File: src/sv/gasp_pkg.sv
`default_nettype none

package gasp_pkg;

   localparam int unsigned SHADOW_MARGIN = 0;
   localparam int unsigned MAX_PAGES     = 1024;
   localparam int unsigned FIT_SLACK     = 2;
   localparam int unsigned CURSOR_MAX    = 16383;
   localparam int unsigned USED_MAX      = 8192;
   localparam int unsigned PAGE_DIM_MAX  = 4096;
   localparam int unsigned RSP_DEPTH     = 4;

   typedef enum logic [1:0] {
      RK_PLACE = 2'd0,
      RK_CLOSE = 2'd1,
      RK_ERROR = 2'd2
   } rk_type;

   typedef enum logic {
      KIND_GLYPH  = 1'b0,
      KIND_FINISH = 1'b1
   } kind_type;

   typedef enum logic [2:0] {
      REG_PAGE_WIDTH  = 3'd0,
      REG_PAGE_HEIGHT = 3'd1,
      REG_PAD_X       = 3'd2,
      REG_PAD_Y       = 3'd3,
      REG_GROW_LEFT   = 3'd4,
      REG_GROW_RIGHT  = 3'd5,
      REG_GROW_TOP    = 3'd6,
      REG_GROW_BOTTOM = 3'd7
   } reg_type;

   typedef struct packed {
      logic        [12:0] page_width;
      logic        [12:0] page_height;
      logic        [7:0]  pad_x;
      logic        [7:0]  pad_y;
      logic signed [8:0]  grow_left;
      logic signed [8:0]  grow_right;
      logic signed [8:0]  grow_top;
      logic signed [8:0]  grow_bottom;
   } cfg_type;

   typedef struct packed {
      rk_type      result_kind;
      logic [11:0] start_u;
      logic [11:0] start_v;
      logic [12:0] size_u;
      logic [12:0] size_v;
      logic [9:0]  page_index;
      logic [13:0] used_height;
      logic        last;
   } rsp_type;

   typedef struct packed {
      logic    push0;
      logic    push1;
      rsp_type item0;
      rsp_type item1;
   } push_type;

   // page size 0 acts as 1, above 4096 as 4096
   function automatic logic [12:0] eff_dim(input logic [12:0] v);
      logic [12:0] r;
      if (v == 13'd0) begin
         r = 13'd1;
      end else if (v > 13'(PAGE_DIM_MAX)) begin
         r = 13'(PAGE_DIM_MAX);
      end else begin
         r = v;
      end
      return r;
   endfunction

endpackage

`default_nettype wire

File: src/sv/glyph_atlas_shelf_packer.sv
// An accepted item goes into the input register; its results are written into the
// result queue, which drives rsp. Throughput: one item per cycle while the queue has
// room for two results; the packing state is updated once per item. An item that
// closes a page and places a glyph gives two results; the 4-entry queue sends them in turn.
// Reset (synchronous): cursors, row height, page index, queue cleared; registers to defaults.
`default_nettype none

module glyph_atlas_shelf_packer
   import gasp_pkg::*;
#(
   parameter int unsigned P_SHADOW_MARGIN = SHADOW_MARGIN,
   parameter int unsigned P_MAX_PAGES     = MAX_PAGES
)
(
   input  wire logic        clock,
   input  wire logic        reset,

   input  wire logic        req_valid,
   output logic             req_ready,
   input  wire logic        req_kind,
   input  wire logic [11:0] req_glyph_width,
   input  wire logic [11:0] req_glyph_height,
   input  wire logic        req_from_outline,

   output logic             rsp_valid,
   input  wire logic        rsp_ready,
   output logic [1:0]       rsp_result_kind,
   output logic [11:0]      rsp_start_u,
   output logic [11:0]      rsp_start_v,
   output logic [12:0]      rsp_size_u,
   output logic [12:0]      rsp_size_v,
   output logic [9:0]       rsp_page_index,
   output logic [13:0]      rsp_used_height,
   output logic             rsp_last,

   input  wire logic        csr_psel,
   input  wire logic        csr_penable,
   input  wire logic        csr_pwrite,
   input  wire logic [4:0]  csr_paddr,
   input  wire logic [31:0] csr_pwdata,
   output logic      [31:0] csr_prdata,
   output logic             csr_pready
);

   cfg_type  cfg;
   push_type push;
   logic     room;
   rsp_type  rsp_item;

   gasp_csr u_csr (
      .clock       (clock),
      .reset       (reset),
      .csr_psel    (csr_psel),
      .csr_penable (csr_penable),
      .csr_pwrite  (csr_pwrite),
      .csr_paddr   (csr_paddr),
      .csr_pwdata  (csr_pwdata),
      .csr_prdata  (csr_prdata),
      .csr_pready  (csr_pready),
      .cfg         (cfg)
   );

   gasp_core #(
      .P_SHADOW_MARGIN (P_SHADOW_MARGIN),
      .P_MAX_PAGES     (P_MAX_PAGES)
   ) u_core (
      .clock            (clock),
      .reset            (reset),
      .req_valid        (req_valid),
      .req_ready        (req_ready),
      .req_kind         (req_kind),
      .req_glyph_width  (req_glyph_width),
      .req_glyph_height (req_glyph_height),
      .req_from_outline (req_from_outline),
      .cfg              (cfg),
      .room             (room),
      .push             (push)
   );

   gasp_rsp_fifo u_rsp_fifo (
      .clock     (clock),
      .reset     (reset),
      .push      (push),
      .room      (room),
      .rsp_valid (rsp_valid),
      .rsp_ready (rsp_ready),
      .rsp_item  (rsp_item)
   );

   assign rsp_result_kind = rsp_item.result_kind;
   assign rsp_start_u     = rsp_item.start_u;
   assign rsp_start_v     = rsp_item.start_v;
   assign rsp_size_u      = rsp_item.size_u;
   assign rsp_size_v      = rsp_item.size_v;
   assign rsp_page_index  = rsp_item.page_index;
   assign rsp_used_height = rsp_item.used_height;
   assign rsp_last        = rsp_item.last;

`ifndef SYNTHESIS
   a_push_needs_room: assert property (@(posedge clock) disable iff (reset)
      push.push0 |-> room)
      else $error("result pushed without queue room");

   a_second_needs_first: assert property (@(posedge clock) disable iff (reset)
      push.push1 |-> push.push0)
      else $error("second result without first");

   a_pair_order: assert property (@(posedge clock) disable iff (reset)
      push.push1 |-> (push.item0.result_kind == RK_CLOSE) && !push.item0.last &&
                     (push.item1.result_kind == RK_PLACE) && push.item1.last)
      else $error("page close and placement out of order");

   a_reset_empty: assert property (@(posedge clock)
      $fell(reset) |-> !rsp_valid)
      else $error("result valid right after reset");
`endif

endmodule

`default_nettype wire

File: src/sv/gasp_csr.sv
`default_nettype none

module gasp_csr
   import gasp_pkg::*;
(
   input  wire logic        clock,
   input  wire logic        reset,
   input  wire logic        csr_psel,
   input  wire logic        csr_penable,
   input  wire logic        csr_pwrite,
   input  wire logic [4:0]  csr_paddr,
   input  wire logic [31:0] csr_pwdata,
   output logic      [31:0] csr_prdata,
   output logic             csr_pready,
   output cfg_type          cfg
);

   cfg_type cfg_ff;
   cfg_type cfg_in;
   reg_type idx;
   logic    wr;

   assign idx        = reg_type'(csr_paddr[4:2]);
   assign wr         = csr_psel && csr_penable && csr_pwrite;
   assign csr_pready = 1'b1;
   assign cfg        = cfg_ff;

   always_comb begin
      cfg_in = cfg_ff;
      if (wr) begin
         unique case (idx)
            REG_PAGE_WIDTH:  cfg_in.page_width  = csr_pwdata[12:0];
            REG_PAGE_HEIGHT: cfg_in.page_height = csr_pwdata[12:0];
            REG_PAD_X:       cfg_in.pad_x       = csr_pwdata[7:0];
            REG_PAD_Y:       cfg_in.pad_y       = csr_pwdata[7:0];
            REG_GROW_LEFT:   cfg_in.grow_left   = $signed(csr_pwdata[8:0]);
            REG_GROW_RIGHT:  cfg_in.grow_right  = $signed(csr_pwdata[8:0]);
            REG_GROW_TOP:    cfg_in.grow_top    = $signed(csr_pwdata[8:0]);
            REG_GROW_BOTTOM: cfg_in.grow_bottom = $signed(csr_pwdata[8:0]);
            default:         cfg_in = cfg_ff;
         endcase
      end
   end

   always_comb begin
      unique case (idx)
         REG_PAGE_WIDTH:  csr_prdata = {19'd0, cfg_ff.page_width};
         REG_PAGE_HEIGHT: csr_prdata = {19'd0, cfg_ff.page_height};
         REG_PAD_X:       csr_prdata = {24'd0, cfg_ff.pad_x};
         REG_PAD_Y:       csr_prdata = {24'd0, cfg_ff.pad_y};
         REG_GROW_LEFT:   csr_prdata = {23'd0, $unsigned(cfg_ff.grow_left)};
         REG_GROW_RIGHT:  csr_prdata = {23'd0, $unsigned(cfg_ff.grow_right)};
         REG_GROW_TOP:    csr_prdata = {23'd0, $unsigned(cfg_ff.grow_top)};
         REG_GROW_BOTTOM: csr_prdata = {23'd0, $unsigned(cfg_ff.grow_bottom)};
         default:         csr_prdata = 32'd0;
      endcase
   end

   always_ff @(posedge clock) begin
      if (reset) begin
         cfg_ff.page_width  <= 13'd256;
         cfg_ff.page_height <= 13'd256;
         cfg_ff.pad_x       <= 8'd1;
         cfg_ff.pad_y       <= 8'd1;
         cfg_ff.grow_left   <= 9'sd0;
         cfg_ff.grow_right  <= 9'sd0;
         cfg_ff.grow_top    <= 9'sd0;
         cfg_ff.grow_bottom <= 9'sd0;
      end else begin
         cfg_ff <= cfg_in;
      end
   end

endmodule

`default_nettype wire

File: src/sv/gasp_rsp_fifo.sv
`default_nettype none

module gasp_rsp_fifo
   import gasp_pkg::*;
(
   input  wire logic     clock,
   input  wire logic     reset,
   input  wire push_type push,
   output logic          room,
   output logic          rsp_valid,
   input  wire logic     rsp_ready,
   output rsp_type       rsp_item
);

   localparam int unsigned PTR_W = $clog2(RSP_DEPTH);
   localparam int unsigned CNT_W = PTR_W + 1;

   rsp_type            mem_ff [RSP_DEPTH];
   logic [PTR_W-1:0]   wr_ptr_ff, wr_ptr_in;
   logic [PTR_W-1:0]   rd_ptr_ff, rd_ptr_in;
   logic [CNT_W-1:0]   count_ff, count_in;
   logic [PTR_W-1:0]   wr_ptr_nxt;
   logic               pop;

   assign room       = count_ff <= CNT_W'(RSP_DEPTH - 2);
   assign rsp_valid  = count_ff != '0;
   assign pop        = rsp_valid && rsp_ready;
   assign rsp_item   = mem_ff[rd_ptr_ff];
   assign wr_ptr_nxt = wr_ptr_ff + PTR_W'(1);

   always_comb begin
      wr_ptr_in = wr_ptr_ff + PTR_W'(push.push0) + PTR_W'(push.push1);
      rd_ptr_in = rd_ptr_ff + PTR_W'(pop);
      count_in  = count_ff + CNT_W'(push.push0) + CNT_W'(push.push1) - CNT_W'(pop);
   end

   always_ff @(posedge clock) begin
      if (push.push0) begin
         mem_ff[wr_ptr_ff] <= push.item0;
      end
      if (push.push1) begin
         mem_ff[wr_ptr_nxt] <= push.item1;
      end
   end

   always_ff @(posedge clock) begin
      if (reset) begin
         wr_ptr_ff <= '0;
         rd_ptr_ff <= '0;
         count_ff  <= '0;
      end else begin
         wr_ptr_ff <= wr_ptr_in;
         rd_ptr_ff <= rd_ptr_in;
         count_ff  <= count_in;
      end
   end

endmodule

`default_nettype wire

File: src/sv/gasp_core.sv
`default_nettype none

module gasp_core
   import gasp_pkg::*;
#(
   parameter int unsigned P_SHADOW_MARGIN = SHADOW_MARGIN,
   parameter int unsigned P_MAX_PAGES     = MAX_PAGES
)
(
   input  wire logic        clock,
   input  wire logic        reset,
   input  wire logic        req_valid,
   output logic             req_ready,
   input  wire logic        req_kind,
   input  wire logic [11:0] req_glyph_width,
   input  wire logic [11:0] req_glyph_height,
   input  wire logic        req_from_outline,
   input  wire cfg_type     cfg,
   input  wire logic        room,
   output push_type         push
);

   localparam logic [9:0] PAGE_LAST = 10'(P_MAX_PAGES - 1);

   function automatic logic [12:0] clamp_hi(input logic signed [15:0] v,
                                            input logic [12:0] hi);
      logic [12:0] r;
      if (v < 16'sd0) begin
         r = 13'd0;
      end else if (v > $signed({3'd0, hi})) begin
         r = hi;
      end else begin
         r = v[12:0];
      end
      return r;
   endfunction

   function automatic logic [9:0] inc_page(input logic [9:0] p);
      return (p < PAGE_LAST) ? p + 10'd1 : p;
   endfunction

   // input register
   logic        in_valid_ff, in_valid_in;
   kind_type    kind_ff;
   logic [11:0] gw_ff;
   logic [11:0] gh_ff;
   logic        outl_ff;

   // packing state
   logic [13:0] cursor_x_ff, cursor_x_in;
   logic [13:0] cursor_y_ff, cursor_y_in;
   logic [12:0] row_height_ff, row_height_in;
   logic [9:0]  page_ff, page_in;

   logic               fire;
   logic [12:0]        pw, ph;
   logic               too_big;
   logic [12:0]        w_eff, h_eff;
   logic               wrap, ovf;
   logic [15:0]        row_sum;
   logic [13:0]        cx1, cy1, cx2, cy2;
   logic [12:0]        rh1, rh2, rh3;
   logic [9:0]         pg2;
   logic [14:0]        fin_sum, ovf_sum;
   logic [13:0]        used_fin, used_ovf;
   logic signed [15:0] su_raw, sv_raw, zu_raw, zv_raw;
   logic [12:0]        su, sv, zu, zv;
   logic [15:0]        cx_sum;
   logic [13:0]        cx_fin;
   rsp_type            close_item, place_item, error_item;

   assign fire      = in_valid_ff && room;
   assign req_ready = !in_valid_ff || room;

   always_comb begin
      in_valid_in = req_ready ? req_valid : in_valid_ff;
   end

   always_comb begin
      pw      = eff_dim(cfg.page_width);
      ph      = eff_dim(cfg.page_height);
      too_big = outl_ff && (({1'b0, gw_ff} > pw) || ({1'b0, gh_ff} > ph));
      w_eff   = {1'b0, gw_ff} + 13'(outl_ff) + 13'(P_SHADOW_MARGIN);
      h_eff   = {1'b0, gh_ff} + 13'(P_SHADOW_MARGIN);

      // wrap to a new row
      wrap    = ({2'd0, w_eff} + {1'b0, cursor_x_ff} + 15'(FIT_SLACK)) > {2'd0, pw};
      row_sum = {2'd0, cursor_y_ff} + {3'd0, row_height_ff} + {8'd0, cfg.pad_y};
      cx1     = wrap ? 14'd0 : cursor_x_ff;
      cy1     = wrap ? ((row_sum > 16'(CURSOR_MAX)) ? 14'(CURSOR_MAX) : row_sum[13:0])
                     : cursor_y_ff;
      rh1     = wrap ? 13'd0 : row_height_ff;
      rh2     = (h_eff > rh1) ? h_eff : rh1;

      // page overflow
      ovf      = ({1'b0, cy1} + {2'd0, rh2}) > {2'd0, ph};
      ovf_sum  = {1'b0, cy1} + {2'd0, rh1};
      used_ovf = (ovf_sum > 15'(USED_MAX)) ? 14'(USED_MAX) : ovf_sum[13:0];
      cx2      = ovf ? 14'd0 : cx1;
      cy2      = ovf ? 14'd0 : cy1;
      rh3      = ovf ? h_eff : rh2;
      pg2      = ovf ? inc_page(page_ff) : page_ff;

      fin_sum  = {1'b0, cursor_y_ff} + {2'd0, row_height_ff};
      used_fin = (fin_sum > 15'(USED_MAX)) ? 14'(USED_MAX) : fin_sum[13:0];

      // box clamp
      su_raw = $signed({2'd0, cx2}) - 16'(cfg.grow_left);
      sv_raw = $signed({2'd0, cy2}) + $signed(16'(!outl_ff)) - 16'(cfg.grow_top);
      su     = clamp_hi(su_raw, pw - 13'd1);
      sv     = clamp_hi(sv_raw, ph - 13'd1);
      zu_raw = $signed({3'd0, w_eff}) + 16'(cfg.grow_left) + 16'(cfg.grow_right);
      zv_raw = $signed({3'd0, h_eff}) + 16'(cfg.grow_top) + 16'(cfg.grow_bottom);
      zu     = clamp_hi(zu_raw, pw - su);
      zv     = clamp_hi(zv_raw, ph - sv);

      cx_sum = {2'd0, cx2} + {3'd0, w_eff} + {8'd0, cfg.pad_x};
      cx_fin = (cx_sum > 16'(CURSOR_MAX)) ? 14'(CURSOR_MAX) : cx_sum[13:0];
   end

   always_comb begin
      close_item             = '0;
      close_item.result_kind = RK_CLOSE;
      close_item.page_index  = page_ff;
      close_item.used_height = (kind_ff == KIND_FINISH) ? used_fin : used_ovf;
      close_item.last        = (kind_ff == KIND_FINISH);

      error_item             = '0;
      error_item.result_kind = RK_ERROR;
      error_item.page_index  = page_ff;
      error_item.last        = 1'b1;

      place_item             = '0;
      place_item.result_kind = RK_PLACE;
      place_item.start_u     = su[11:0];
      place_item.start_v     = sv[11:0];
      place_item.size_u      = zu;
      place_item.size_v      = zv;
      place_item.page_index  = pg2;
      place_item.last        = 1'b1;
   end

   always_comb begin
      push          = '0;
      cursor_x_in   = cursor_x_ff;
      cursor_y_in   = cursor_y_ff;
      row_height_in = row_height_ff;
      page_in       = page_ff;
      if (fire) begin
         priority if (kind_ff == KIND_FINISH) begin
            push.push0    = 1'b1;
            push.item0    = close_item;
            cursor_x_in   = 14'd0;
            cursor_y_in   = 14'd0;
            row_height_in = 13'd0;
            page_in       = inc_page(page_ff);
         end else if (too_big) begin
            push.push0 = 1'b1;
            push.item0 = error_item;
         end else begin
            push.push0    = 1'b1;
            push.push1    = ovf;
            push.item0    = ovf ? close_item : place_item;
            push.item1    = place_item;
            cursor_x_in   = cx_fin;
            cursor_y_in   = cy2;
            row_height_in = rh3;
            page_in       = pg2;
         end
      end
   end

   always_ff @(posedge clock) begin
      if (req_valid && req_ready) begin
         kind_ff <= kind_type'(req_kind);
         gw_ff   <= req_glyph_width;
         gh_ff   <= req_glyph_height;
         outl_ff <= req_from_outline;
      end
   end

   always_ff @(posedge clock) begin
      if (reset) begin
         in_valid_ff   <= 1'b0;
         cursor_x_ff   <= '0;
         cursor_y_ff   <= '0;
         row_height_ff <= '0;
         page_ff       <= '0;
      end else begin
         in_valid_ff   <= in_valid_in;
         cursor_x_ff   <= cursor_x_in;
         cursor_y_ff   <= cursor_y_in;
         row_height_ff <= row_height_in;
         page_ff       <= page_in;
      end
   end

endmodule

`default_nettype wire
File: config.mk
export PLATFORM = sky130hd
export DESIGN_NAME = glyph_atlas_shelf_packer
export DESIGN_NICKNAME = d
export VERILOG_FILES = /design/src/sv/gasp_pkg.sv /design/src/sv/glyph_atlas_shelf_packer.sv /design/src/sv/gasp_csr.sv /design/src/sv/gasp_rsp_fifo.sv /design/src/sv/gasp_core.sv
export SDC_FILE = /design/constraint.sdc
export NUM_CORES = 1
export LEC_CHECK = 0
export BUFFER_PORTS_ARGS = -buffer_cell sky130_fd_sc_hd__buf_4
export CORE_AREA = 3 3 292 294
export CTS_BUF_LIST = sky130_fd_sc_hd__clkbuf_16
export CTS_CLUSTER_DIAMETER = 30
export CTS_CLUSTER_SIZE = 30
export DETAILED_ROUTE_END_ITERATION = 7
export DIE_AREA = 0 0 295 297
export GPL_TIMING_DRIVEN = 0
export PLACE_DENSITY = 0.64
export SLEW_MARGIN = 20
export SYNTH_ARGS = -nofsm -noshare
export SYNTH_HDL_FRONTEND = slang
export SYNTH_SLANG_ARGS = --single-unit
export TNS_END_PERCENT = 100
File: constraint.sdc
create_clock -name clock -period 24.9 [get_ports clock]
set_clock_uncertainty 0.15 [all_clocks]
set_input_delay 1.245 -clock clock [delete_from_list [all_inputs] [get_ports clock]]
set_output_delay 1.245 -clock clock [all_outputs]
set_load 0.01 [all_outputs]
# Yosys cells after proc, flatten, opt, wreduce, memory -nomap -nowiden

Memories as Yosys holds them, arrays and structs flattened. A register that Yosys moved wholly into a read port is not among the register bits.
Cells that the tools add are included.

Register bits after elaboration: 163
Memory bits (writable): 308
Input port bits: 70
Output and inout bits: 112
Logic and storage cells: 150
Memories kept: 1

Memories:

| memory            | words | width | read ports | clocked after memory_dff | write ports | line                | source |
|---|---|---|---|---|---|---|---|
| u_rsp_fifo.mem_ff | 4     | 77    | 1          | 1                        | 2           | gasp_rsp_fifo.sv:18 | `rsp_type mem_ff [RSP_DEPTH];` |

Add/sub/neg operators: 29
$lt $le $gt $ge: 21
Equal/unequal tests: 8
Multiplexer cells: 48
Reductions and logical operators: 23

Operators by type and width:

| kind                                                        | number |
|---|---|
| one-hot mux 32 bit (8 select lines)                         | 1 |
| two-way mux 13 bit                                          | 17 |
| two-way mux 14 bit                                          | 13 |
| two-way mux 156 bit                                         | 1 |
| two-way mux 77 bit                                          | 2 |
| two-way mux 75 bit                                          | 2 |
| two-way mux 76 bit                                          | 1 |
| adder 14 x 13 -> 15 bit                                     | 5 |
| > comparator 16 x 14 -> 1 bit                               | 4 |
| less-than comparator 16 x 1 -> 1 bit, second input constant | 4 |
| two-way mux 10 bit                                          | 4 |
| > comparator 12 x 13 -> 1 bit                               | 3 |
| adder 16 x 8 -> 16 bit                                      | 2 |
| > comparator 16 x 14 -> 1 bit, second input constant        | 2 |
| adder 14 x 9 -> 15 bit                                      | 2 |
| > comparator 15 x 13 -> 1 bit                               | 2 |
| > comparator 15 x 14 -> 1 bit, second input constant        | 2 |
| > comparator 13 bit, second input constant                  | 2 |
| logical NOT 13 bit                                          | 2 |
| subtractor 13 x 1 -> 13 bit, second input constant          | 2 |
| subtractor 13 bit                                           | 2 |
| AND reduction 2 bit                                         | 9 |
| adder 15 x 9 -> 16 bit                                      | 1 |
| subtractor 15 x 9 -> 16 bit                                 | 1 |
| 24 further kinds                                            | 43 |

# Depth between registers and ports, before layout

Depth after elaboration: 26
Gate-level depth with buffers: 101
Gate-level depth less buffers: 94

# By module

From an unflattened synthesis, not the netlist that was laid out.

Cells, all modules: 3491
Area total of the unflattened synthesis: 35949.5 µm²

By module, submodules not included:

| module        | instances | cells an instance | area an instance (µm²) |
|---|---|---|---|
| gasp_core     | 1         | 2237              | 17055.1 |
| gasp_rsp_fifo | 1         | 787               | 15167.0 |
| gasp_csr      | 1         | 467               | 3727.3 |

# Least setup slack after synthesis

OpenSTA, ideal clock, no wires.

Path type: reg-to-reg
Start point: register u_core.outl_ff
End point: memory u_rsp_fifo.mem_ff[1][35] (netlist name), data pin
Setup time: 268 ps
Data arrival time: 19518 ps
Path slack: 4964 ps
Cell stages (with the launch flop): 98
Path buffers: 8
Clock period less this slack: 19936 ps
Cells stage by stage: edfxtp_1 -> ha_1 -> ha_1 -> nand3_1 -> nor2_1 -> and3_1 -> xor2_1 -> ha_1 -> ha_1 -> and4_1 -> or3b_1 -> a41oi_1 -> o21ai_0 -> nand2_1 -> xor2_1 -> ha_1 -> a21oi_1 -> o211ai_1 -> [... 62 more ...] -> a211oi_1 -> nor2_1 -> nor4_1 -> o311ai_0 -> nor2_1 -> o31ai_1 -> xnor2_1 -> xnor2_1 -> ha_1 -> a21oi_1 -> o21ai_0 -> a2111oi_0 -> o21ai_0 -> nand2_1 -> clkbuf_1 -> nor2_1 -> o21ai_0 -> nor2_1

RTL lines:

| what                   | line                | source |
|---|---|---|
| from (decl)            | gasp_core.sv:47     | `logic outl_ff;` |
| from (signal assigned) | gasp_core.sv:178    | `outl_ff <= req_from_outline;` |
| to (decl)              | gasp_rsp_fifo.sv:18 |  |

==> flow_summary.toml <==
[timing]
min_period_ns = 23.37
max-slew-margin-rel_pct = 19.8
fmax_mhz = 42.8
fin_ws_ns = 1.53
finalCritPeriodShare_pct = 93.9
worst_pin_slew_ns = 1.20
setup_viol_count_final = 0
finalHoldViolations = 0
slew_violations = 0

[floorplanning]
core-area_sq_mm = 0.0832
start_util_pct = 41.6
die_x_microns = 295
row_count = 106
dieArea_sq_mm = 0.0876
die_y_microns = 297
ios = 182

[global_routing]
grt.overflow.total = 0
grt_pass1_vias = 29000
grt_max_degree = 49
grt.total_usage_pct = 26.7
antenna_found_initial = 6
grt_pass1_wl_microns = 178000

[drt]
routedWlPerCell_microns = 23.8
drtAntennaViolNets = 0
firstDrtPassIters = 6
viasPerCell = 6.00
finalWirelength_microns = 120000
drc = 0
vias = 30200
drt-initial-drc-count = 2969

[power_and_ir_drop]
design_power_total_uw = 6100
p_leak_uw = 0.0164
p_clk_share_pct = 22.9
p_seq_share_pct = 15.6
switchingPower_uw = 2890
swShare_pct = 47.4
combPwrFrac_pct = 61.6
power_density_mw_per_mm2 = 149
internal_power_uw = 3210
peakVddDrop_mv = 0.232

[clock_network]
cts-buffers-inserted = 104
cts_sinks = 471
postCtsHoldBufs = 0
insertion_delay_ns = 0.70
htreeDepth = 3
cts.clk_slew.worst_paths_ns = 0.05
cts-root-buf = "clkbuf_16"
clockBufferDepth = 3
cts_tree = "done"

[place]
routabilityCongestion = 0.996
dp_hpwl_microns = 92300
io_buffer_count = 132
post-place-ws_ns = -0.108

[cells_and_area]
fillers = 7733
final_cell_mix = "386 x nor2_1, 301 x ha_1, 270 x edfxtp_1"
areaGrowthSynthToFinish_pct = 18.1
final_net_count = 4279
final_common_cell = "nor2_1"
layout-drive-gt1-share_pct = 15.0

[synthesis]
yosys_register_bits = 471
ys_seq_area_share_pct = 35.0
synthFlopType = "edfxtp_1"
syn_inst = 3603
synthArstFlopShare_pct = 0
yosysWarnings = 0
synth_cell_types = 106
syn_area_sq_mm = 0.0346
synth_area_per_cell_sq_um = 9.61
synth-edff-count = 270

[setup_path]
cp_data_arrival_time_ns = 23.62
cpMostUsedCell = "ha_1"
critPathLaunch = "u_core.outl_ff"
cp.required_ns = 25.15
slowest_stage = "or4_1"
critPathKind = "flip-flop to flip-flop"
critPathCaptureType = "flip-flop"
crit_fanout = 10
cpLargestDelayFamily = "compound AO/OA/AOI/OAI gates"
crit_buf_inv = 8
critPathLaunchType = "flip-flop"
r2r-start = "u_core.outl_ff"
slowest_delay_ns = 0.54

[min_path]
hold_class = "flip-flop to flip-flop"
worstHoldStart = "u_core.cursor_x_ff[1]"

[flow_run]
drv_cap = 0

[run_status]
status = "finished, final reports clean"
[cells in the mapped netlist, drive strengths merged (21+ instances only)]
cell type / number / share of area [%]
a211oi: 37 / 0.80
or2: 29 / 0.52
o31ai: 34 / 0.75
xor2: 49 / 1.2
ha: 301 / 11
nor4: 68 / 1.3
or3: 27 / 0.50
nand4: 27 / 0.51
a21oi: 234 / 3.4
a31oi: 60 / 1.2
dfxtp: 201 / 12
xnor2: 107 / 2.7
inv: 218 / 2.4
mux2i: 116 / 3.4
mux4: 83 / 5.4
and3: 28 / 0.51
clkbuf: 117 / 1.3
buf: 83 / 1.3
o21a: 43 / 0.93
fa: 43 / 2.5
edfxtp: 270 / 23
nand3: 94 / 1.4
nor3: 93 / 1.3
a21o: 73 / 1.6
o21bai: 21 / 0.47
o21ai: 119 / 1.8
a22o: 24 / 0.61
o211ai: 28 / 0.61
a32o: 38 / 1.1
nand2: 201 / 2.2
nor2b: 39 / 0.70
nand2b: 39 / 0.70
nor2: 388 / 4.2
and2: 45 / 0.81
[flip-flops by register name, summed over array words and instances, names as in the netlist]
name,flops
u_core.page_ff,10
u_rsp_fifo.rd_ptr_ff,2
u_csr.cfg,78
u_core.cursor_y_ff,14
u_core.outl_ff,1
u_core.gh_ff,12
u_core.kind_ff,1
u_core.cursor_x_ff,14
u_rsp_fifo.wr_ptr_ff,2
u_core.in_valid_ff,1
u_core.gw_ff,12
u_core.row_height_ff,13
u_rsp_fifo.mem_ff,308
u_rsp_fifo.count_ff,3
[logic make-up after synthesis]
logic type | synth area share (%)
multiplexers | 9.37
adder cells (fa/ha/maj) | 13.4
buffers and inverters | 4.94
AND/OR/NAND/NOR | 15.8
other | 0.0217
XOR/XNOR | 3.97
flip-flops | 35.0
AO/OA/AOI/OAI | 17.5
[metrics by stage]
step	area [sq um]	hold slack, ns	TNS [ns]	util, %	cells
floorplan	34700	0.276	0	-	3621
global placement	37000	0.285	0	44.5	4833
detailed placement	37200	0.290	-0.453	44.8	4841
CTS	40800	0.300	0	49.1	5037
global route	40900	0.328	-0.205	49.2	5035
finish	40900	0.301	0	49.2	5037
[repair_timing]
| item | in CTS | in global routing |
|---|---|---|
| resized for setup | 2 | 16 |
| endpoints found under the setup margin | 36 | 87 |
| buffers inserted | 0 | 0 |
[layout make-up]
type                            instances  area, sq um  area share [%]
Inverter                              220          836            2.04
Tap cell                             1080         1350            3.30
Sequential cell                       471        12100            29.7
Clock inverter                         91          975            2.38
Timing Repair Buffer                  140         1150            2.81
Clock buffer                          105         2630            6.43
Antenna cell                            2         5.00          0.0122
Multi-Input combinational cell       2730        20900            51.2
Buffer                                198          890            2.18
[power groups by stage]
stage | Combinational, uW | Clock (uW) | Sequential (uW)
2_1_floorplan | 2620 | 0 | 948
3_3_place_gp | 3580 | 0 | 966
3_5_place_dp | 3640 | 0 | 962
4_1_cts | 3670 | 1410 | 949
5_1_grt | 4130 | 1450 | 956
6_report | 3760 | 1400 | 950
[worst paths after layout]
path / end / slack [ns] / cells past startpoint
max reg2reg: u_rsp_fifo.mem_ff[3][34] / 1.53 / 95
min: u_core.cursor_x_ff[1] / 0.30 / 1
max: u_rsp_fifo.mem_ff[3][34] / 1.53 / 95
min reg2reg: u_core.cursor_x_ff[1] / 0.30 / 1
[layer usage]
layer / wire (microns) / global-route usage [%] / share of wire (%) / up-vias
li1: - / - / - / 14000
met5: 39 / 0 / 0.033 / -
met1: 49400 / 35.7 / 41 / 14600
met2: 55300 / 42.7 / 46 / 1348
met4: 4960 / 10.9 / 4.1 / 6
met3: 10200 / 4.94 / 8.5 / 265
(Power assumes the default switching activity.)
